==> config.mk <==
export PLATFORM = sky130hd
export DESIGN_NAME = kavf_mul
export DESIGN_NICKNAME = d
export VERILOG_FILES = /design/src/design/kavf_pkg.sv /design/src/design/kavf_mul.sv
export SDC_FILE = /design/constraint.sdc
export NUM_CORES = 2
export LEC_CHECK = 0
export BUFFER_PORTS_ARGS = -buffer_cell sky130_fd_sc_hd__buf_2
export CAP_MARGIN = 25
export CELL_PAD_IN_SITES_DETAIL_PLACEMENT = 2
export CELL_PAD_IN_SITES_GLOBAL_PLACEMENT = 2
export CORE_AREA = 2 2 460 348
export CTS_BUF_LIST = sky130_fd_sc_hd__clkbuf_8
export CTS_CLUSTER_SIZE = 8
export DETAILED_ROUTE_END_ITERATION = 10
export DIE_AREA = 0 0 462 350
export PLACE_DENSITY = 0.86
export SETUP_SLACK_MARGIN = 0.1
export SLEW_MARGIN = 20
export SYNTH_ARGS = -nofsm -noshare
export SYNTH_HDL_FRONTEND = slang
export SYNTH_SLANG_ARGS = --single-unit
==> constraint.sdc <==
create_clock -name clk -period 24.1 [get_ports clk]
set_clock_uncertainty 0.15 [all_clocks]
set_input_delay 2.41 -clock clk [delete_from_list [all_inputs] [get_ports clk]]
set_output_delay 2.41 -clock clk [all_outputs]
set_load 0.03 [all_outputs]
==> src/design/kavf_pkg.sv <==
// Package for the two-state altitude/velocity Kalman filter.
// Types, codes, saturation helpers and the sequencer's micro-operation table.
// No dependencies.
`timescale 1ns / 1ps
`default_nettype none

package kavf_pkg;

  localparam logic signed [47:0] COV_INIT = 48'sh0005_DC00_0000; // 1500.0 in Q24.24

  typedef enum logic [1:0] {
    CMD_INIT    = 2'd0,
    CMD_PREDICT = 2'd1,
    CMD_UPDATE  = 2'd2,
    CMD_NONE    = 2'd3
  } cmd_t;

  typedef enum logic [1:0] {
    REG_MEAS_VAR  = 2'd0,
    REG_START_POS = 2'd1,
    REG_START_VEL = 2'd2
  } reg_idx_t;

  // saturation width of a scaled product
  typedef enum logic [1:0] {
    SAT_32 = 2'd0,
    SAT_48 = 2'd1,
    SAT_63 = 2'd2,
    SAT_64 = 2'd3
  } satw_t;

  typedef enum logic [3:0] {
    OP_D, OP_2D, OP_D2, OP_D3, OP_D4, OP_VEL, OP_PZV, OP_PVV,
    OP_PZZ, OP_A, OP_Y, OP_KZ, OP_KV
  } opnd_t;

  typedef enum logic [2:0] {
    DST_D2, DST_D3, DST_D4, DST_KZ, DST_KV, DST_ACC
  } dst_t;

  typedef enum logic [2:0] {
    R_POS, R_VEL, R_PZZ, R_PZV, R_PVV
  } rsel_t;

  typedef struct packed {
    logic        is_div;
    opnd_t       op_a;
    opnd_t       op_b;
    logic [5:0]  sh;
    satw_t       satw;
    dst_t        dst;
    logic        acc_load;
    logic        acc_sub;
    logic        wb;
    rsel_t       rsel;
    logic        last;
  } uop_t;

  typedef struct packed {
    logic               start;
    logic signed [63:0] a;
    logic signed [63:0] b;
    logic [5:0]         sh;
    satw_t              satw;
  } mul_req_t;

  typedef struct packed {
    logic               done;
    logic signed [63:0] res;
  } mul_rsp_t;

  typedef struct packed {
    logic               start;
    logic signed [47:0] num;
    logic [47:0]        den;
  } div_req_t;

  typedef struct packed {
    logic               done;
    logic signed [31:0] q;
  } div_rsp_t;

  function automatic uop_t mk(input logic is_div, input opnd_t a, input opnd_t b,
                              input logic [5:0] sh, input satw_t satw, input dst_t dst,
                              input logic ld, input logic sub, input logic wb,
                              input rsel_t rsel, input logic last);
    uop_t u;
    u.is_div   = is_div;
    u.op_a     = a;
    u.op_b     = b;
    u.sh       = sh;
    u.satw     = satw;
    u.dst      = dst;
    u.acc_load = ld;
    u.acc_sub  = sub;
    u.wb       = wb;
    u.rsel     = rsel;
    u.last     = last;
    return u;
  endfunction

  // Micro-program: predict (upd = 0) and measurement update (upd = 1)
  function automatic uop_t uop_lookup(input logic upd, input logic [3:0] step);
    uop_t u;
    u = mk(1'b0, OP_D, OP_D, 6'd0, SAT_64, DST_D2, 1'b0, 1'b0, 1'b0, R_POS, 1'b1);
    if (!upd) begin
      unique case (step)
        4'd0: u = mk(1'b0, OP_D,   OP_D,  6'd0,  SAT_64, DST_D2,  1'b0, 1'b0, 1'b0, R_POS, 1'b0);
        4'd1: u = mk(1'b0, OP_D2,  OP_D,  6'd0,  SAT_64, DST_D3,  1'b0, 1'b0, 1'b0, R_POS, 1'b0);
        4'd2: u = mk(1'b0, OP_D2,  OP_D2, 6'd32, SAT_63, DST_D4,  1'b0, 1'b0, 1'b0, R_POS, 1'b0);
        4'd3: u = mk(1'b0, OP_VEL, OP_D,  6'd16, SAT_32, DST_ACC, 1'b1, 1'b0, 1'b1, R_POS, 1'b0);
        4'd4: u = mk(1'b0, OP_PZV, OP_2D, 6'd16, SAT_48, DST_ACC, 1'b1, 1'b0, 1'b0, R_PZZ, 1'b0);
        4'd5: u = mk(1'b0, OP_PVV, OP_D2, 6'd32, SAT_48, DST_ACC, 1'b0, 1'b0, 1'b0, R_PZZ, 1'b0);
        4'd6: u = mk(1'b0, OP_A,   OP_D4, 6'd26, SAT_48, DST_ACC, 1'b0, 1'b0, 1'b1, R_PZZ, 1'b0);
        4'd7: u = mk(1'b0, OP_PVV, OP_D,  6'd16, SAT_48, DST_ACC, 1'b1, 1'b0, 1'b0, R_PZV, 1'b0);
        4'd8: u = mk(1'b0, OP_A,   OP_D3, 6'd41, SAT_48, DST_ACC, 1'b0, 1'b0, 1'b1, R_PZV, 1'b0);
        4'd9: u = mk(1'b0, OP_A,   OP_D2, 6'd24, SAT_48, DST_ACC, 1'b1, 1'b0, 1'b1, R_PVV, 1'b1);
        default: ;
      endcase
    end else begin
      unique case (step)
        4'd0: u = mk(1'b1, OP_PZZ, OP_D,  6'd0,  SAT_64, DST_KZ,  1'b0, 1'b0, 1'b0, R_POS, 1'b0);
        4'd1: u = mk(1'b1, OP_PZV, OP_D,  6'd0,  SAT_64, DST_KV,  1'b0, 1'b0, 1'b0, R_POS, 1'b0);
        4'd2: u = mk(1'b0, OP_KZ,  OP_Y,  6'd30, SAT_32, DST_ACC, 1'b1, 1'b0, 1'b1, R_POS, 1'b0);
        4'd3: u = mk(1'b0, OP_KV,  OP_Y,  6'd30, SAT_32, DST_ACC, 1'b1, 1'b0, 1'b1, R_VEL, 1'b0);
        4'd4: u = mk(1'b0, OP_PZV, OP_KV, 6'd30, SAT_48, DST_ACC, 1'b1, 1'b1, 1'b1, R_PVV, 1'b0);
        4'd5: u = mk(1'b0, OP_PZV, OP_KZ, 6'd30, SAT_48, DST_ACC, 1'b1, 1'b1, 1'b1, R_PZV, 1'b0);
        4'd6: u = mk(1'b0, OP_PZZ, OP_KZ, 6'd30, SAT_48, DST_ACC, 1'b1, 1'b1, 1'b1, R_PZZ, 1'b1);
        default: ;
      endcase
    end
    return u;
  endfunction

  function automatic logic signed [31:0] sat32(input logic signed [51:0] x);
    if (x > 52'sd2147483647) return 32'sh7FFF_FFFF;
    if (x < -52'sd2147483648) return 32'sh8000_0000;
    return x[31:0];
  endfunction

  function automatic logic signed [47:0] sat48(input logic signed [51:0] x);
    if (x > 52'sd140737488355327) return 48'sh7FFF_FFFF_FFFF;
    if (x < -52'sd140737488355328) return 48'sh8000_0000_0000;
    return x[47:0];
  endfunction

endpackage

`default_nettype wire

==> src/design/kavf_mul.sv <==
// Shared multiply-scale-saturate unit: 64x64 signed product in four 64x16 passes,
// then round half away from zero, shift and saturate. Uses kavf_pkg.
`timescale 1ns / 1ps
`default_nettype none

module kavf_mul (
  input  logic               clk,
  input  logic               rst,
  input  kavf_pkg::mul_req_t req,
  output kavf_pkg::mul_rsp_t rsp
);

  typedef enum logic [4:0] {
    M_IDLE = 5'b00001,
    M_ACC  = 5'b00010,
    M_RND  = 5'b00100,
    M_SHF  = 5'b01000,
    M_SAT  = 5'b10000
  } mst_t;

  mst_t                st;
  logic                neg;
  logic [63:0]         ua;
  logic [63:0]         ub;
  logic [127:0]        prod;
  logic [1:0]          cnt;
  logic [5:0]          sh;
  kavf_pkg::satw_t     satw;
  logic                done;
  logic signed [63:0]  res;

  logic [79:0]         pp;
  logic [127:0]        rnd;
  logic [63:0]         lim;
  logic [63:0]         mag;

  always_comb begin
    pp  = ua * ub[63:48];
    rnd = (sh == 6'd0) ? 128'd0 : (128'd1 << (sh - 6'd1));
    unique case (satw)
      kavf_pkg::SAT_32: lim = neg ? 64'h0000_0000_8000_0000 : 64'h0000_0000_7FFF_FFFF;
      kavf_pkg::SAT_48: lim = neg ? 64'h0000_8000_0000_0000 : 64'h0000_7FFF_FFFF_FFFF;
      kavf_pkg::SAT_63: lim = neg ? 64'h4000_0000_0000_0000 : 64'h3FFF_FFFF_FFFF_FFFF;
      default:          lim = neg ? 64'h8000_0000_0000_0000 : 64'h7FFF_FFFF_FFFF_FFFF;
    endcase
    mag = (prod > {64'd0, lim}) ? lim : prod[63:0];
  end

  always_ff @(posedge clk) begin
    if (rst) begin
      st   <= M_IDLE;
      done <= 1'b0;
    end else begin
      done <= 1'b0;
      unique case (st)
        M_IDLE: begin
          if (req.start) begin
            neg  <= req.a[63] ^ req.b[63];
            ua   <= req.a[63] ? (~req.a + 64'd1) : req.a;
            ub   <= req.b[63] ? (~req.b + 64'd1) : req.b;
            sh   <= req.sh;
            satw <= req.satw;
            prod <= '0;
            cnt  <= 2'd0;
            st   <= M_ACC;
          end
        end
        M_ACC: begin
          prod <= {prod[111:0], 16'd0} + {48'd0, pp};
          ub   <= {ub[47:0], 16'd0};
          cnt  <= cnt + 2'd1;
          if (cnt == 2'd3) st <= M_RND;
        end
        M_RND: begin
          prod <= prod + rnd;
          st   <= M_SHF;
        end
        M_SHF: begin
          prod <= prod >> sh;
          st   <= M_SAT;
        end
        M_SAT: begin
          res  <= neg ? (~mag + 64'd1) : mag;
          done <= 1'b1;
          st   <= M_IDLE;
        end
        default: st <= M_IDLE;
      endcase
    end
  end

  assign rsp.done = done;
  assign rsp.res  = res;

endmodule

`default_nettype wire

==> metrics.log <==
INFO  metric run_status = finished, final reports clean
INFO  metric post-synth-top-area-fraction = 0.272
INFO  metric port_buffers = 203
INFO  metric cts_buf_count = 71
INFO  metric numClockSinks = 337
INFO  metric cp_data_required_time = 24.53 ns
INFO  metric grt_max_degree = 138
INFO  metric ctsHtreeMaxLevel = 3
INFO  metric detailedPlacementHpwl = 286000 µm
INFO  metric track_usage = 0.454
INFO  metric initial_antenna_violation_count = 36
INFO  metric period_minus_slack = 10.80 ns
INFO  metric syn2layout_area_growth = 6.41%
INFO  metric wire_per_inst = 36.0 µm
INFO  metric tritoncts = built
INFO  metric max_clock_freq = 0.0926 GHz
INFO  metric grt_pass1_vias = 74600
INFO  metric cts.repair.resized = 0
INFO  metric n_fill_cell = 17500
INFO  metric reg2reg_setup_slack = 13.30 ns
INFO  metric syn-mean-instance-area = 8.29 µm²
INFO  metric remaining_drc_errors = 0
INFO  metric worst_setup_hold_path_clk_slew = 0.06 ns
INFO  metric report.final.hold_viol_count = 0
INFO  metric synthesis_warning_total = 0
INFO  metric most_area_consuming_cells_after_synthesis = fa_1 27%, edfxtp_1 14%, nand2_1 8.0%, inv_1 6.8%, ha_1 5.5%
INFO  metric mappedNetlistNets = 9651
INFO  metric synth_flop_cell = edfxtp_1
INFO  metric yosys.area.top_type = fa_1
INFO  metric postSynthRegisterBits = 337
INFO  metric top_level_ports = 204
INFO  metric yosysSeqAreaShare = 0.147
INFO  metric critical_path_peak_fanout = 56
INFO  metric total_wire_length = 373000 µm
INFO  metric netlist_area = 0.0686 mm²
INFO  metric worstSetupStartpointType = register
INFO  metric vias_per_cell = 6.66
INFO  metric rsz0062_at_grt = no
INFO  metric worst_slew_margin_rel = 0.0593
INFO  metric postCtsSetupBuffers = 0
INFO  metric tns = 0 ns
INFO  metric core_area = 0.157 mm²
INFO  metric drt_first_iter_violations = 8875
INFO  metric min_path_type = register to register
INFO  metric initial_core_util = 0.438
INFO  metric finalMaxSlewViolations = 0
INFO  metric synth-async-reset-ratio = 0
INFO  metric max-cap-violations = 0
INFO  metric synth_cell_type_count = 92
INFO  metric end_kind = register
INFO  metric edff_count_synth = 331
INFO  metric signal_arrival_time_at_the_worst_endpoint = 11.23 ns
INFO  metric remaining_antenna_violation_count_after_routing = 0
INFO  metric fp.dieH = 350 µm
INFO  metric die_width = 462 µm
INFO  metric postSynthCellCount = 8279
INFO  metric globalRouteMet1Util = 0.579
INFO  metric cts-root-buf = clkbuf_8
INFO  metric grt.met3_usage = 0.147
INFO  metric final-setup-viol-count = 0
INFO  metric hold_buffers = 0
INFO  metric cts.path.max_buffers = 3
INFO  metric grt_overflow_total = 0
INFO  metric tightest_slew = 1.41 ns
INFO  metric global_route_track_usage_on_met2 = 0.678
INFO  metric worstSkewPairLatency = 0.89 ns
INFO  metric period_share = 0.448
INFO  metric grt_first_pass_wirelength = 531000 µm
INFO  metric drt_pre_antenna_iters = 6
INFO  metric globalRoute.busiestLayer = met2
INFO  metric via_total_after_detailed_routing = 69000
INFO  metric crit_type = register to register
INFO  metric layout-drive-gt1-share = 0.0801
INFO  metric nets = 9550
INFO  metric fp-row-count = 126
INFO  metric gp_congestion = 1.03
INFO  metric fp.dieArea = 0.162 mm²
==> worst max-delay path, stage by stage, from the launching register on <==
cell and delay, ns:
edfxtp_1 0.60, buf_4 0.78, nand2_1 0.29, fa_1 0.64, inv_1 0.06, fa_1 0.47, inv_1 0.06, fa_1 0.52
inv_1 0.06, fa_1 0.51, fa_1 0.54, inv_1 0.08, fa_1 0.57, inv_1 0.08, ha_1 0.48, nand4_1 0.28
nor3_1 0.62, nand3_1 0.24, o32ai_1 0.41, a31oi_1 0.24, a2111oi_0 1.00, o211ai_1 0.32, and2_1 0.25, buf_4 0.21
or4_1 0.57, xnor2_1 0.17, a211o_1 0.32
==> registers in the layout, indices dropped and copies added, names as in the netlist <==
name and cells:
ub 64, neg 1, done 1, ua 64
st 5, sh 6, cnt 2, prod 128
res 64, satw 2
==> layout by cell type (no fill, tap or decap), types with 125 or more instances in the layout <==
master / instances
buf_2: 205
and2_1: 390
edfxtp_1: 331
fa_1: 931
mux2i_1: 160
nor2_1: 442
ha_1: 302
nand2_1: 1468
xnor2_1: 221
xor2_1: 125
a21oi_1: 351
buf_4: 160
o21ai_0: 385
inv_1: 1262
==> cells by family (layout without fill, tap and decap cells) <==
kind of cell | count (synthesis) | count (layout) | synth area share
buffers and inverters | 1789 | 1742 | 0.0980
xor gates and xnor gates | 348 | 348 | 0.0444
DFF | 337 | 337 | 0.147
adders and majority gates | 1233 | 1233 | 0.327
muxes | 286 | 286 | 0.0632
and+or+nand+nor | 2936 | 2936 | 0.196
other | 0 | 12 | 0
AOI/OAI and AO/OA | 1350 | 1350 | 0.125
==> cell type report <==
type / instances / area, µm² / share of cell area
tap: 2112 / 2640 / 0.0362
timing repair buffer: 368 / 2270 / 0.0310
sequential: 337 / 10100 / 0.138
clock inverter: 55 / 412 / 0.00564
antenna: 12 / 30.0 / 0.000411
inverter: 1247 / 4690 / 0.0642
clock buffer: 72 / 991 / 0.0136
multi-input combinational: 6153 / 51900 / 0.711
==> metrics by stage <==
stage | cells | cell area, µm² | hold slack, ns | worst slack (ns) | util
2_1_floorplan | 8279 | 68600 | 0.322 | 14.35 | -
3_3_place_gp | 10200 | 71600 | 0.357 | 14.49 | 0.456
3_5_place_dp | 10200 | 71600 | 0.368 | 13.84 | 0.456
4_1_cts | 10300 | 73000 | 0.382 | 13.79 | 0.465
5_1_grt | 10300 | 73000 | 0.397 | 13.14 | 0.465
6_report | 10400 | 73000 | 0.382 | 13.30 | 0.466
==> final timing paths <==
kind | to | depth (start not counted) | start
min | ub[24] | 2 | ub[8]
max reg2reg | prod[121] | 26 | ub[52]
max | prod[121] | 26 | ub[52]
min reg2reg | ub[24] | 2 | ub[8]
==> cell usage after synthesis, types with 10 or more instances <==
library cell,number
o22ai_1,19
or2_2,18
nor4_1,53
clkbuf_1,494
or3_1,46
a311oi_1,11
and2_1,390
o31ai_1,60
nor3_1,123
o41ai_1,11
xnor2_1,223
or4_1,28
a31oi_1,35
mux2i_1,160
edfxtp_1,331
o21ai_0,388
a21boi_0,19
a21o_1,77
fa_1,931
o21a_1,25
a21oi_1,351
o21bai_1,36
nand2b_1,26
o211ai_1,59
xor2_1,125
a22oi_1,31
and3_1,47
a211oi_1,35
nor2_1,444
nand3_1,123
nand2_1,1468
nand4_1,105
mux4_2,117
a211o_1,14
nor2b_1,18
inv_1,1246
a221oi_1,15
o221ai_1,60
buf_1,45
and4_1,10
ha_1,302
==> layer usage <==
metal  vias to the layer above  share of wire
met1                     35600           0.37
met4                        44          0.068
met3                      1464           0.13
met2                      4904           0.43
li1                      27000              -
met5                         -        0.00081
Power is not shown: default switching activity piles up to over one toggle a cycle in this logic, so the estimate is an artifact.
