===== src/design/kavf_pkg.sv =====
// Package for the two-state altitude/velocity Kalman filter.
// Types, codes, saturation helpers and the sequencer's micro-operation table.
// No dependencies.
`timescale 1ns / 1ps
`default_nettype none

package kavf_pkg;

  localparam logic signed [47:0] COV_INIT = 48'sh0005_DC00_0000; // 1500.0 in Q24.24

  typedef enum logic [1:0] {
    CMD_INIT    = 2'd0,
    CMD_PREDICT = 2'd1,
    CMD_UPDATE  = 2'd2,
    CMD_NONE    = 2'd3
  } cmd_t;

  typedef enum logic [1:0] {
    REG_MEAS_VAR  = 2'd0,
    REG_START_POS = 2'd1,
    REG_START_VEL = 2'd2
  } reg_idx_t;

  // saturation width of a scaled product
  typedef enum logic [1:0] {
    SAT_32 = 2'd0,
    SAT_48 = 2'd1,
    SAT_63 = 2'd2,
    SAT_64 = 2'd3
  } satw_t;

  typedef enum logic [3:0] {
    OP_D, OP_2D, OP_D2, OP_D3, OP_D4, OP_VEL, OP_PZV, OP_PVV,
    OP_PZZ, OP_A, OP_Y, OP_KZ, OP_KV
  } opnd_t;

  typedef enum logic [2:0] {
    DST_D2, DST_D3, DST_D4, DST_KZ, DST_KV, DST_ACC
  } dst_t;

  typedef enum logic [2:0] {
    R_POS, R_VEL, R_PZZ, R_PZV, R_PVV
  } rsel_t;

  typedef struct packed {
    logic        is_div;
    opnd_t       op_a;
    opnd_t       op_b;
    logic [5:0]  sh;
    satw_t       satw;
    dst_t        dst;
    logic        acc_load;
    logic        acc_sub;
    logic        wb;
    rsel_t       rsel;
    logic        last;
  } uop_t;

  typedef struct packed {
    logic               start;
    logic signed [63:0] a;
    logic signed [63:0] b;
    logic [5:0]         sh;
    satw_t              satw;
  } mul_req_t;

  typedef struct packed {
    logic               done;
    logic signed [63:0] res;
  } mul_rsp_t;

  typedef struct packed {
    logic               start;
    logic signed [47:0] num;
    logic [47:0]        den;
  } div_req_t;

  typedef struct packed {
    logic               done;
    logic signed [31:0] q;
  } div_rsp_t;

  function automatic uop_t mk(input logic is_div, input opnd_t a, input opnd_t b,
                              input logic [5:0] sh, input satw_t satw, input dst_t dst,
                              input logic ld, input logic sub, input logic wb,
                              input rsel_t rsel, input logic last);
    uop_t u;
    u.is_div   = is_div;
    u.op_a     = a;
    u.op_b     = b;
    u.sh       = sh;
    u.satw     = satw;
    u.dst      = dst;
    u.acc_load = ld;
    u.acc_sub  = sub;
    u.wb       = wb;
    u.rsel     = rsel;
    u.last     = last;
    return u;
  endfunction

  // Micro-program: predict (upd = 0) and measurement update (upd = 1)
  function automatic uop_t uop_lookup(input logic upd, input logic [3:0] step);
    uop_t u;
    u = mk(1'b0, OP_D, OP_D, 6'd0, SAT_64, DST_D2, 1'b0, 1'b0, 1'b0, R_POS, 1'b1);
    if (!upd) begin
      unique case (step)
        4'd0: u = mk(1'b0, OP_D,   OP_D,  6'd0,  SAT_64, DST_D2,  1'b0, 1'b0, 1'b0, R_POS, 1'b0);
        4'd1: u = mk(1'b0, OP_D2,  OP_D,  6'd0,  SAT_64, DST_D3,  1'b0, 1'b0, 1'b0, R_POS, 1'b0);
        4'd2: u = mk(1'b0, OP_D2,  OP_D2, 6'd32, SAT_63, DST_D4,  1'b0, 1'b0, 1'b0, R_POS, 1'b0);
        4'd3: u = mk(1'b0, OP_VEL, OP_D,  6'd16, SAT_32, DST_ACC, 1'b1, 1'b0, 1'b1, R_POS, 1'b0);
        4'd4: u = mk(1'b0, OP_PZV, OP_2D, 6'd16, SAT_48, DST_ACC, 1'b1, 1'b0, 1'b0, R_PZZ, 1'b0);
        4'd5: u = mk(1'b0, OP_PVV, OP_D2, 6'd32, SAT_48, DST_ACC, 1'b0, 1'b0, 1'b0, R_PZZ, 1'b0);
        4'd6: u = mk(1'b0, OP_A,   OP_D4, 6'd26, SAT_48, DST_ACC, 1'b0, 1'b0, 1'b1, R_PZZ, 1'b0);
        4'd7: u = mk(1'b0, OP_PVV, OP_D,  6'd16, SAT_48, DST_ACC, 1'b1, 1'b0, 1'b0, R_PZV, 1'b0);
        4'd8: u = mk(1'b0, OP_A,   OP_D3, 6'd41, SAT_48, DST_ACC, 1'b0, 1'b0, 1'b1, R_PZV, 1'b0);
        4'd9: u = mk(1'b0, OP_A,   OP_D2, 6'd24, SAT_48, DST_ACC, 1'b1, 1'b0, 1'b1, R_PVV, 1'b1);
        default: ;
      endcase
    end else begin
      unique case (step)
        4'd0: u = mk(1'b1, OP_PZZ, OP_D,  6'd0,  SAT_64, DST_KZ,  1'b0, 1'b0, 1'b0, R_POS, 1'b0);
        4'd1: u = mk(1'b1, OP_PZV, OP_D,  6'd0,  SAT_64, DST_KV,  1'b0, 1'b0, 1'b0, R_POS, 1'b0);
        4'd2: u = mk(1'b0, OP_KZ,  OP_Y,  6'd30, SAT_32, DST_ACC, 1'b1, 1'b0, 1'b1, R_POS, 1'b0);
        4'd3: u = mk(1'b0, OP_KV,  OP_Y,  6'd30, SAT_32, DST_ACC, 1'b1, 1'b0, 1'b1, R_VEL, 1'b0);
        4'd4: u = mk(1'b0, OP_PZV, OP_KV, 6'd30, SAT_48, DST_ACC, 1'b1, 1'b1, 1'b1, R_PVV, 1'b0);
        4'd5: u = mk(1'b0, OP_PZV, OP_KZ, 6'd30, SAT_48, DST_ACC, 1'b1, 1'b1, 1'b1, R_PZV, 1'b0);
        4'd6: u = mk(1'b0, OP_PZZ, OP_KZ, 6'd30, SAT_48, DST_ACC, 1'b1, 1'b1, 1'b1, R_PZZ, 1'b1);
        default: ;
      endcase
    end
    return u;
  endfunction

  function automatic logic signed [31:0] sat32(input logic signed [51:0] x);
    if (x > 52'sd2147483647) return 32'sh7FFF_FFFF;
    if (x < -52'sd2147483648) return 32'sh8000_0000;
    return x[31:0];
  endfunction

  function automatic logic signed [47:0] sat48(input logic signed [51:0] x);
    if (x > 52'sd140737488355327) return 48'sh7FFF_FFFF_FFFF;
    if (x < -52'sd140737488355328) return 48'sh8000_0000_0000;
    return x[47:0];
  endfunction

endpackage

`default_nettype wire


===== src/design/kavf_div.sv =====
// Bit-serial gain divider: signed numerator over positive denominator, Q1.30
// quotient with truncated magnitude, one bit per cycle. Uses kavf_pkg.
`timescale 1ns / 1ps
`default_nettype none

module kavf_div (
  input  logic               clk,
  input  logic               rst,
  input  kavf_pkg::div_req_t req,
  output kavf_pkg::div_rsp_t rsp
);

  typedef enum logic [2:0] {
    D_IDLE = 3'b001,
    D_INIT = 3'b010,
    D_RUN  = 3'b100
  } dst_t;

  dst_t        st;
  logic        neg;
  logic [47:0] n;
  logic [47:0] d;
  logic [47:0] r;
  logic [31:0] q;
  logic [4:0]  cnt;
  logic        done;
  logic [48:0] r2;

  assign r2 = {r, 1'b0};

  always_ff @(posedge clk) begin
    if (rst) begin
      st   <= D_IDLE;
      done <= 1'b0;
    end else begin
      done <= 1'b0;
      unique case (st)
        D_IDLE: begin
          if (req.start) begin
            neg <= req.num[47];
            n   <= req.num[47] ? (~req.num + 48'd1) : req.num;
            d   <= req.den;
            st  <= D_INIT;
          end
        end
        D_INIT: begin
          cnt <= 5'd0;
          if ({1'b0, n} >= {d, 1'b0}) begin
            q    <= 32'h7FFF_FFFF;
            done <= 1'b1;
            st   <= D_IDLE;
          end else if (n >= d) begin
            q  <= 32'd1;
            r  <= n - d;
            st <= D_RUN;
          end else begin
            q  <= 32'd0;
            r  <= n;
            st <= D_RUN;
          end
        end
        D_RUN: begin
          if (r2 >= {1'b0, d}) begin
            r <= 48'(r2 - {1'b0, d});
            q <= {q[30:0], 1'b1};
          end else begin
            r <= r2[47:0];
            q <= {q[30:0], 1'b0};
          end
          cnt <= cnt + 5'd1;
          if (cnt == 5'd29) begin
            done <= 1'b1;
            st   <= D_IDLE;
          end
        end
        default: st <= D_IDLE;
      endcase
    end
  end

  assign rsp.done = done;
  assign rsp.q    = neg ? (~q + 32'd1) : q;

endmodule

`default_nettype wire


===== config.mk =====
export PLATFORM = sky130hd
export DESIGN_NAME = kavf_div
export DESIGN_NICKNAME = d
export VERILOG_FILES = /design/src/design/kavf_pkg.sv /design/src/design/kavf_div.sv
export SDC_FILE = /design/constraint.sdc
export NUM_CORES = 1
export LEC_CHECK = 0
export ABC_AREA = 1
export BUFFER_PORTS_ARGS = -buffer_cell sky130_fd_sc_hd__buf_2
export CAP_MARGIN = 20
export CORE_ASPECT_RATIO = 0.5
export CORE_MARGIN = 5
export CORE_UTILIZATION = 60
export CTS_CLUSTER_DIAMETER = 40
export CTS_CLUSTER_SIZE = 30
export DETAILED_ROUTE_END_ITERATION = 8
export PLACE_DENSITY = 0.87
export SYNTH_ARGS = -nofsm -noshare
export SYNTH_HDL_FRONTEND = slang
export SYNTH_SLANG_ARGS = --single-unit

===== constraint.sdc =====
create_clock -name clk -period 12.5 [get_ports clk]
set_input_delay 3.125 -clock clk [delete_from_list [all_inputs] [get_ports clk]]
set_output_delay 3.125 -clock clk [all_outputs]
set_load 0.005 [all_outputs]

==> results.sh, run 1 <==
export IMPL_cts_resized=0
export IMPL_antenna_cells=0
export IMPL_track_usage_pct=34.5
export IMPL_grt_pass1_wl_um=100000
export IMPL_holdPathStages=1
export IMPL_end_kind="primary output"
export IMPL_core_area_um2=32000
export IMPL_multi_input_area_um2=11700
export IMPL_ys_ff_latch=186
export IMPL_cts_sinks=186
export IMPL_max_freq_ghz=0.169
export IMPL_criticalPathCategory="flop to primary output"
export IMPL_final_nets=3427
export IMPL_vias=20500
export IMPL_setup_violations=0
export IMPL_finalClockSkew_ps=21.3
export IMPL_cap_viol_max_count=0
export IMPL_drt_antenna_violating_nets=0
export IMPL_fill_cells=2985
export IMPL_gr_total_overflow=0
export IMPL_initial_core_util_pct=61.5
export IMPL_netlist_area_um2=19700
export IMPL_wire_per_inst_um=18.0
export IMPL_ys_seq_area_share_pct=28.2
export IMPL_peakVddDrop_uv=76.3
export IMPL_regToRegSetupSlack_ps=8590
export IMPL_layout_commonest_cell="nand2_1"
export IMPL_required_ps=9380
export IMPL_cts_root_buffer="clkbuf_16"
export IMPL_drive_gt1_share_pct=7.39
export IMPL_synthAdderAreaFrac_pct=9.55
export IMPL_synth_compound_area_share_pct=6.69
export IMPL_rsz0062_at_grt="false"
export IMPL_synth_mux_area_share_pct=0
export IMPL_worstSkewPairLatency_ps=470
export IMPL_synthArstFlopShare_pct=0
export IMPL_fp_dieH_um=138
export IMPL_place_congestion=1.02
export IMPL_antenna_found_initial=2
export IMPL_syn_instance_count=3074
export IMPL_cts_clk_slew_worst_paths_ps=80
export IMPL_slew_headroom_pct=31.3
export IMPL_grt_max_degree=75
export IMPL_p_leak_uw=0.0112
export IMPL_postCtsSetupRepairBufs=0
export IMPL_synth_distinct_cells=43
export IMPL_ys_warnings_count=0
export IMPL_cts_tree="done"
export IMPL_synth_edf_count=182
export IMPL_avgSynthCellArea_um2=6.40
export IMPL_syn_to_final_growth_pct=8.25
export IMPL_slew_violations=0
export IMPL_hpwl_um=53100
export IMPL_status="completed"
export IMPL_first_pass_iters=7
export IMPL_fin_setup_tns_ps=0
export IMPL_num_rows=46
export IMPL_wl_um=65300
export IMPL_regArea_um2=5550
export IMPL_final_cell_mix="nand2_1, inv_1, nor2_1, nand3_1, edfxtp_1"
export IMPL_hp_class="flop to flop"
export IMPL_hold_viol=0
export IMPL_via_per_inst=5.65
export IMPL_path_max_fanout=5
export IMPL_cts_buffer_depth=2
export IMPL_final_period_minus_worst_setup_slack_ps=5930
export IMPL_numCtsBuffers=17
export IMPL_htree_levels=4
export IMPL_worstMarginPinSlew_ps=1030
export IMPL_ff2ff_path_depth=13
export IMPL_grt_pass1_vias=18400
export IMPL_die_area_um2=36700
export IMPL_port_buffers=131
export IMPL_cp_arrival_ps=2800
export IMPL_postCtsHoldBufs=0
export IMPL_final_util_pct=66.6
export IMPL_synthSimpleGateAreaFrac_pct=37.4
export IMPL_first_iter_violations=2592
export IMPL_die_w_um=266
export IMPL_power_density_nw_per_um2=88.6
export IMPL_ios=132
export IMPL_synth_top_family_by_area="simple AND/OR/NAND/NOR gates"
export IMPL_drc=0
export IMPL_synth_flop_cell="edfxtp_1"
export IMPL_synthXorXnorAreaFrac_pct=5.52
export IMPL_startpoint_type="flop"
export IMPL_min_period_over_period_pct=47.4
export IMPL_syn_nets=3322
[kinds of logic after synthesis]
| family | after synthesis |
|---|---|
| compound gates | 238 |
| xor+xnor | 124 |
| fa+ha+maj | 149 |
| buf+inv | 643 |
| flops | 186 |
| simple gates | 1734 |
[stage by stage]
stage	power, uW	area (um^2)	setup slack (ps)	cells	hold WS [ps]
5_1_grt	1970	21300	6200	3624	654
3_3_place_gp	1280	20700	7110	3591	600
3_5_place_dp	1290	20700	7040	3591	631
6_report	1890	21300	6570	3624	635
2_1_floorplan	1130	19700	4560	3074	516
4_1_cts	1860	21300	6600	3623	643
[synth_stat cells, types with 3 or more instances]
cell type	number	area (um^2)
buf_6	4	45.0
ha_1	147	1840
and2_1	10	62.6
nand2_2	6	37.5
edfxtp_1	182	5470
o21ai_0	70	350
xnor2_1	61	534
o21a_1	7	52.6
a31oi_1	6	37.5
o21ai_1	4	20.0
xor2_1	63	552
a21oi_1	115	576
nor2_1	275	1030
a21boi_0	5	37.5
nor2_2	6	37.5
nor3_1	34	170
inv_2	19	71.3
o211ai_1	4	30.0
inv_1	569	2140
nand3_2	12	120
o21bai_1	18	135
buf_4	8	60.1
nand3b_1	20	150
dfxtp_1	4	80.1
clkbuf_1	36	135
nand3_1	188	941
a21o_1	4	30.0
buf_2	3	15.0
nand4_1	102	638
nor4_1	11	68.8
nor3_2	3	30.0
nand2_1	1046	3930
or2_2	10	62.6
or2_1	10	62.6
[area by class of cell]
type | instances | area share [%]
inverters | 589 | 10.4
clock inverters | 15 | 0.822
flip-flops and latches | 186 | 26.0
well taps | 432 | 2.54
clock buffers | 17 | 2.00
repair buffers | 140 | 3.45
multi-input cells | 2245 | 54.8
[report_power, final]
part	leakage (uW)	internal [uW]	total, uW	switching (uW)
clock network	0.000294	287	580	293
logic	0.00917	184	561	377
registers	0.00170	723	747	24.0
[registers in the layout (all words and copies together), names as in the netlist]
register,flops
neg,1
d,48
cnt,5
r,48
q,32
n,48
done,1
st,3
[layer usage]
layer | part of all wire [%] | global-route usage, % | vias to the layer above
met1 | 43 | 51.4 | 9264
li1 | - | - | 9955
met2 | 40 | 49.3 | 1155
met5 | 0.011 | 0 | -
met4 | 2.4 | 9.20 | 2
met3 | 14 | 9.45 | 116
[path summary, 6_finish.rpt]
path | startpoint | end
max | q[2] | rsp[31]
min | cnt[0] | cnt[0]
max reg2reg | n[31] | r[39]
min reg2reg | cnt[0] | cnt[0]
[critical path, cell delays in order (launching register included)]
cell	delay, ps
edfxtp_1	450
nor3_1	260
nand2_1	110
nor3_1	450
nand4_1	340
nor2_1	260
nand3_1	120
nand2_1	90
xnor2_1	120
buf_2	130
Note: power is estimated with default switching activity, not from simulation.
==> run 2, diff against run 1 <==
Settings changed: CORE_UTILIZATION 60 to 57.
Clock period 12.5 ns to 5.3 ns, I/O delays scaled along.
==> run 2 against run 1 <==
Setup slack worse by 5400 ps; wire length up 7.7%; design area increased by 0.51%; total power rose by 140%; critical path depth grew 6; clock power is 140% higher; die area up 5.0%; largest cell class unchanged.
==> results.sh, run 2 (same netlist as run 1, synthesis figures left out) <==
export IMPL_worstSkewPairLatency_ps=470
export IMPL_grt_pass1_wl_um=106000
export IMPL_m1WireLength_um=31700
export IMPL_cts_sinks=186
export IMPL_cts_buffer_depth=2
export IMPL_via_per_inst=5.63
export IMPL_antenna_found_initial=1
export IMPL_wire_per_inst_um=19.1
export IMPL_final_period_minus_worst_setup_slack_ps=4160
export IMPL_peakVddDrop_uv=184
export IMPL_drc=0
export IMPL_setup_ws_ps=1140
export IMPL_hp_class="flop to flop"
export IMPL_cpMostUsedCell="nand2_1"
export IMPL_cts_clk_slew_worst_paths_ps=90
export IMPL_worstMarginPinSlew_ps=871
export IMPL_die_w_um=273
export IMPL_path_max_fanout=65
export IMPL_layout_commonest_cell="nand2_1"
export IMPL_numCtsBuffers=17
export IMPL_place_congestion=1.03
export IMPL_startpoint_type="flop"
export IMPL_maxUsedRoutingLayer="met4"
export IMPL_final_cell_mix="nand2_1, inv_1, nor2_1, nand3_1, edfxtp_1"
export IMPL_required_ps=5500
export IMPL_max_freq_ghz=0.240
export IMPL_vias=20700
export IMPL_syn_to_final_growth_pct=8.80
export IMPL_track_usage_pct=35.8
export IMPL_finalClockSkew_ps=20.2
export IMPL_regToRegSetupSlack_ps=1140
export IMPL_num_rows=48
export IMPL_slew_violations=0
export IMPL_grt_max_degree=87
export IMPL_postCtsSetupRepairBufs=0
export IMPL_drive_gt1_share_pct=7.54
export IMPL_fin_total_pwr_uw=4510
export IMPL_cts_root_buffer="clkbuf_16"
export IMPL_ios=132
export IMPL_cap_viol_max_count=0
export IMPL_cts_tree="done"
export IMPL_drt_antenna_violating_nets=0
export IMPL_rsz0062_at_grt="false"
export IMPL_core_area_um2=34300
export IMPL_antenna_cells=0
export IMPL_wl_met2_um=27100
export IMPL_wl_met3_um=10000
export IMPL_initial_core_util_pct=57.4
export IMPL_first_iter_violations=3000
export IMPL_hold_viol=0
export IMPL_final_nets=3432
export IMPL_htree_levels=4
export IMPL_hpwl_um=57400
export IMPL_end_kind="flop"
export IMPL_regArea_um2=5550
export IMPL_postCtsHoldBufs=0
export IMPL_cp_arrival_ps=4360
export IMPL_wl_um=70300
export IMPL_power_density_nw_per_um2=211
export IMPL_preCtsSetupSlack_ps=1370
export IMPL_multi_input_area_um2=11700
export IMPL_fin_setup_tns_ps=0
export IMPL_setup_violations=0
export IMPL_crit_slowest_cell="o211ai_1"
export IMPL_p_leak_uw=0.0112
export IMPL_slew_headroom_pct=41.9
export IMPL_status="completed"
export IMPL_reg_top3="d x48, n x48, r x48"
export IMPL_min_period_over_period_pct=78.6
export IMPL_gr_total_overflow=0
export IMPL_grt_pass1_vias=18500
export IMPL_fp_dieH_um=141
export IMPL_path_cells="inv_1 -> ha_1 -> inv_1 -> fa_1 -> nand2_1 -> nand2_1 -> nand2_1 -> nand2_1 -> nand2_1 -> nand3_1 -> nand2_2 -> nand3_2 -> buf_4 -> o211ai_1 -> nand2_1"
export IMPL_die_area_um2=38600
export IMPL_port_buffers=131
export IMPL_criticalPathCategory="flop to flop"
export IMPL_cts_resized=0
export IMPL_first_pass_iters=6
export IMPL_fill_cells=3240
export IMPL_slowest_delay_ps=600
-- run 2: layout make-up --
class                      instances  share of cell area, %
clock buffer                      17                   1.99
timing repair buffer             145                   3.61
clock inverter                    15                  0.894
sequential                       186                   25.9
multi-input combinational       2245                   54.5
tap                              475                   2.78
inverter                         589                   10.3
-- run 2: worst max-delay path, delay by kind of cell, from the launching register on --
family	cells	cell delay [ps]
AOI/OAI and AO/OA	1	600
DFF	1	490
and+or+nand+nor	9	1390
adders and majority gates	2	640
buffers and inverters	3	730
-- run 2: layer usage --
| metal | vias up | GRT usage [%] |
|---|---|---|
| met5 | - | 0 |
| li1 | 9966 | - |
| met1 | 9370 | 55.5 |
| met4 | 0 | 7.86 |
| met2 | 1243 | 49.5 |
| met3 | 94 | 9.45 |
-- run 2: worst paths after layout --
path	start	endpoint	cells past startpoint
setup / recovery	n[0]	r[15]	15
hold / removal	cnt[0]	cnt[0]	1
setup reg to reg	n[0]	r[15]	15
hold reg to reg	cnt[0]	cnt[0]	1
-- run 2: where the power goes --
group	switching (uW)	internal [uW]	leakage, uW
registers	53.8	1710	0.00170
logic	938	437	0.00919
clock network	726	648	0.000292
-- run 2: through the flow --
stage	util [%]	area, um^2	cells	hold slack (ps)
2_1_floorplan	-	19700	3074	534
3_3_place_gp	60.6	20800	3640	593
3_5_place_dp	60.6	20800	3640	617
4_1_cts	62.4	21400	3672	625
5_1_grt	62.4	21400	3672	663
6_report	62.4	21400	3672	631
==> run 3, diff against run 2 <==
Settings changed: CORE_UTILIZATION 57 to 60.
Clock period 5.3 ns to 4.1 ns, I/O delays scaled along.
==> run 3 against run 2 <==
Hold slack lost 8.2 ps; die area shrank 4.7%; sequential share of layout area grew 0.053 points; count of clock-buffer cells in the layout is the same; largest cell class unchanged; first-iteration DRC count grew 0.80%; utilization grew 4.3 points; sequential power grew 30%; register-to-register slack lost 480 ps; sequential cell count is the same; critical endpoint is now rsp[26]; total power grew 27%.
==> results.sh, run 3 (same netlist as run 1, synthesis figures left out) <==
export IMPL_dp_cells=3599
export IMPL_worstMarginPinSlew_ps=842
export IMPL_wire_per_inst_um=18.6
export IMPL_drt_antenna_violating_nets=0
export IMPL_slew_headroom_pct=43.7
export IMPL_grt_pass1_vias=18900
export IMPL_ios=132
export IMPL_cts_resized=0
export IMPL_via_per_inst=5.71
export IMPL_drc=0
export IMPL_finalClockSkew_ps=23.7
export IMPL_port_buffers=131
export IMPL_place_congestion=1.04
export IMPL_hp_class="flop to flop"
export IMPL_p_leak_uw=0.0112
export IMPL_num_rows=46
export IMPL_setup_violations=0
export IMPL_final_util_pct=66.8
export IMPL_antenna_found_initial=0
export IMPL_min_period_over_period_pct=91.6
export IMPL_reg_top3="d x48, n x48, r x48"
export IMPL_fin_setup_tns_ps=0
export IMPL_hpwl_um=55500
export IMPL_rsz0062_at_grt="false"
export IMPL_cts_clk_slew_worst_paths_ps=80
export IMPL_track_usage_pct=35.6
export IMPL_htree_levels=4
export IMPL_initial_core_util_pct=61.5
export IMPL_status="completed"
export IMPL_worstSkewPairLatency_ps=470
export IMPL_startpoint_type="flop"
export IMPL_wl_um=67400
export IMPL_cts_sinks=186
export IMPL_criticalPathCategory="flop to primary output"
export IMPL_end_kind="primary output"
export IMPL_hold_viol=0
export IMPL_multi_input_area_um2=11700
export IMPL_grt_max_degree=74
export IMPL_cts_tree="done"
export IMPL_final_period_minus_worst_setup_slack_ps=3750
export IMPL_slowest_delay_ps=410
export IMPL_die_area_um2=36700
export IMPL_slew_violations=0
export IMPL_cts_buffer_depth=2
export IMPL_die_w_um=266
export IMPL_path_cells="inv_1 -> ha_1 -> inv_1 -> nor3_1 -> inv_1 -> nor2_1 -> nand2_1 -> nor2_2 -> a21oi_1 -> inv_1 -> o21ai_0 -> nor2_1 -> xnor2_1 -> buf_2"
export IMPL_first_iter_violations=3024
export IMPL_core_area_um2=32000
export IMPL_grt_pass1_wl_um=103000
export IMPL_regArea_um2=5550
export IMPL_fp_dieH_um=138
export IMPL_stdcell_count=3632
export IMPL_cpMostUsedCell="inv_1"
export IMPL_cap_viol_max_count=0
export IMPL_cp_top_family="simple AND/OR/NAND/NOR gates"
export IMPL_final_cell_mix="nand2_1, inv_1, nor2_1, nand3_1, edfxtp_1"
export IMPL_numCtsBuffers=17
export IMPL_crit_buf_inv=5
export IMPL_power_density_nw_per_um2=268
export IMPL_drive_gt1_share_pct=7.60
export IMPL_fill_cells=2948
export IMPL_layout_commonest_cell="nand2_1"
export IMPL_max_freq_ghz=0.266
export IMPL_fin_total_pwr_uw=5720
export IMPL_crit_slowest_cell="edfxtp_1"
export IMPL_gr_total_overflow=0
export IMPL_vias=20700
export IMPL_final_nets=3434
export IMPL_cp_arrival_ps=2730
export IMPL_required_ps=3070
export IMPL_first_pass_iters=6
export IMPL_syn_to_final_growth_pct=8.58
export IMPL_postCtsHoldBufs=0
export IMPL_peakVddDrop_uv=288
export IMPL_path_max_fanout=4
export IMPL_cts_root_buffer="clkbuf_16"
export IMPL_postCtsSetupRepairBufs=0
-- run 3: per-stage QoR --
stage | instance area [um^2] | setup slack (ps) | hold WS, ps
after floorplan | 19700 | 41.2 | 534
after global placement | 20800 | 876 | 603
after detailed placement | 20800 | 794 | 613
after CTS | 21400 | 284 | 627
after global routing | 21400 | 55.4 | 670
final | 21400 | 346 | 622
-- run 3: worst paths after layout --
kind              startpoint      end  slack [ps]  cells past startpoint
setup / recovery        q[0]  rsp[26]         350                     14
hold / removal         st[2]    st[1]         620                      3
setup reg to reg        n[0]    r[15]         660                     15
hold reg to reg        st[2]    st[1]         620                      3
-- run 3: final cells by class --
cell class	instances	share of cell area, %
timing repair buffer	147	3.81
clock buffer	17	1.99
inverter	589	10.3
multi-input combinational	2245	54.6
tap	432	2.53
clock inverter	15	0.732
sequential	186	26.0
antenna	1	0.0117
-- run 3: per-layer routing --
layer | up-vias | track usage (%) | share of wire [%]
li1 | 9953 | - | -
met1 | 9478 | 54.1 | 44
met2 | 1215 | 51.4 | 40
met3 | 99 | 9.20 | 15
met4 | 0 | 7.20 | 1.9
met5 | - | 0 | 0
-- run 3: report_power, final --
group / internal, uW / switching (uW)
combinational: 569 / 1170
clock: 814 / 892
sequential: 2200 / 75.2
total: 3590 / 2130
-- run 3: tightest hold or removal path, delay by kind of cell (launching register included) --
family	cells	cell delay [ps]
DFF	1	330
and+or+nand+nor	3	250
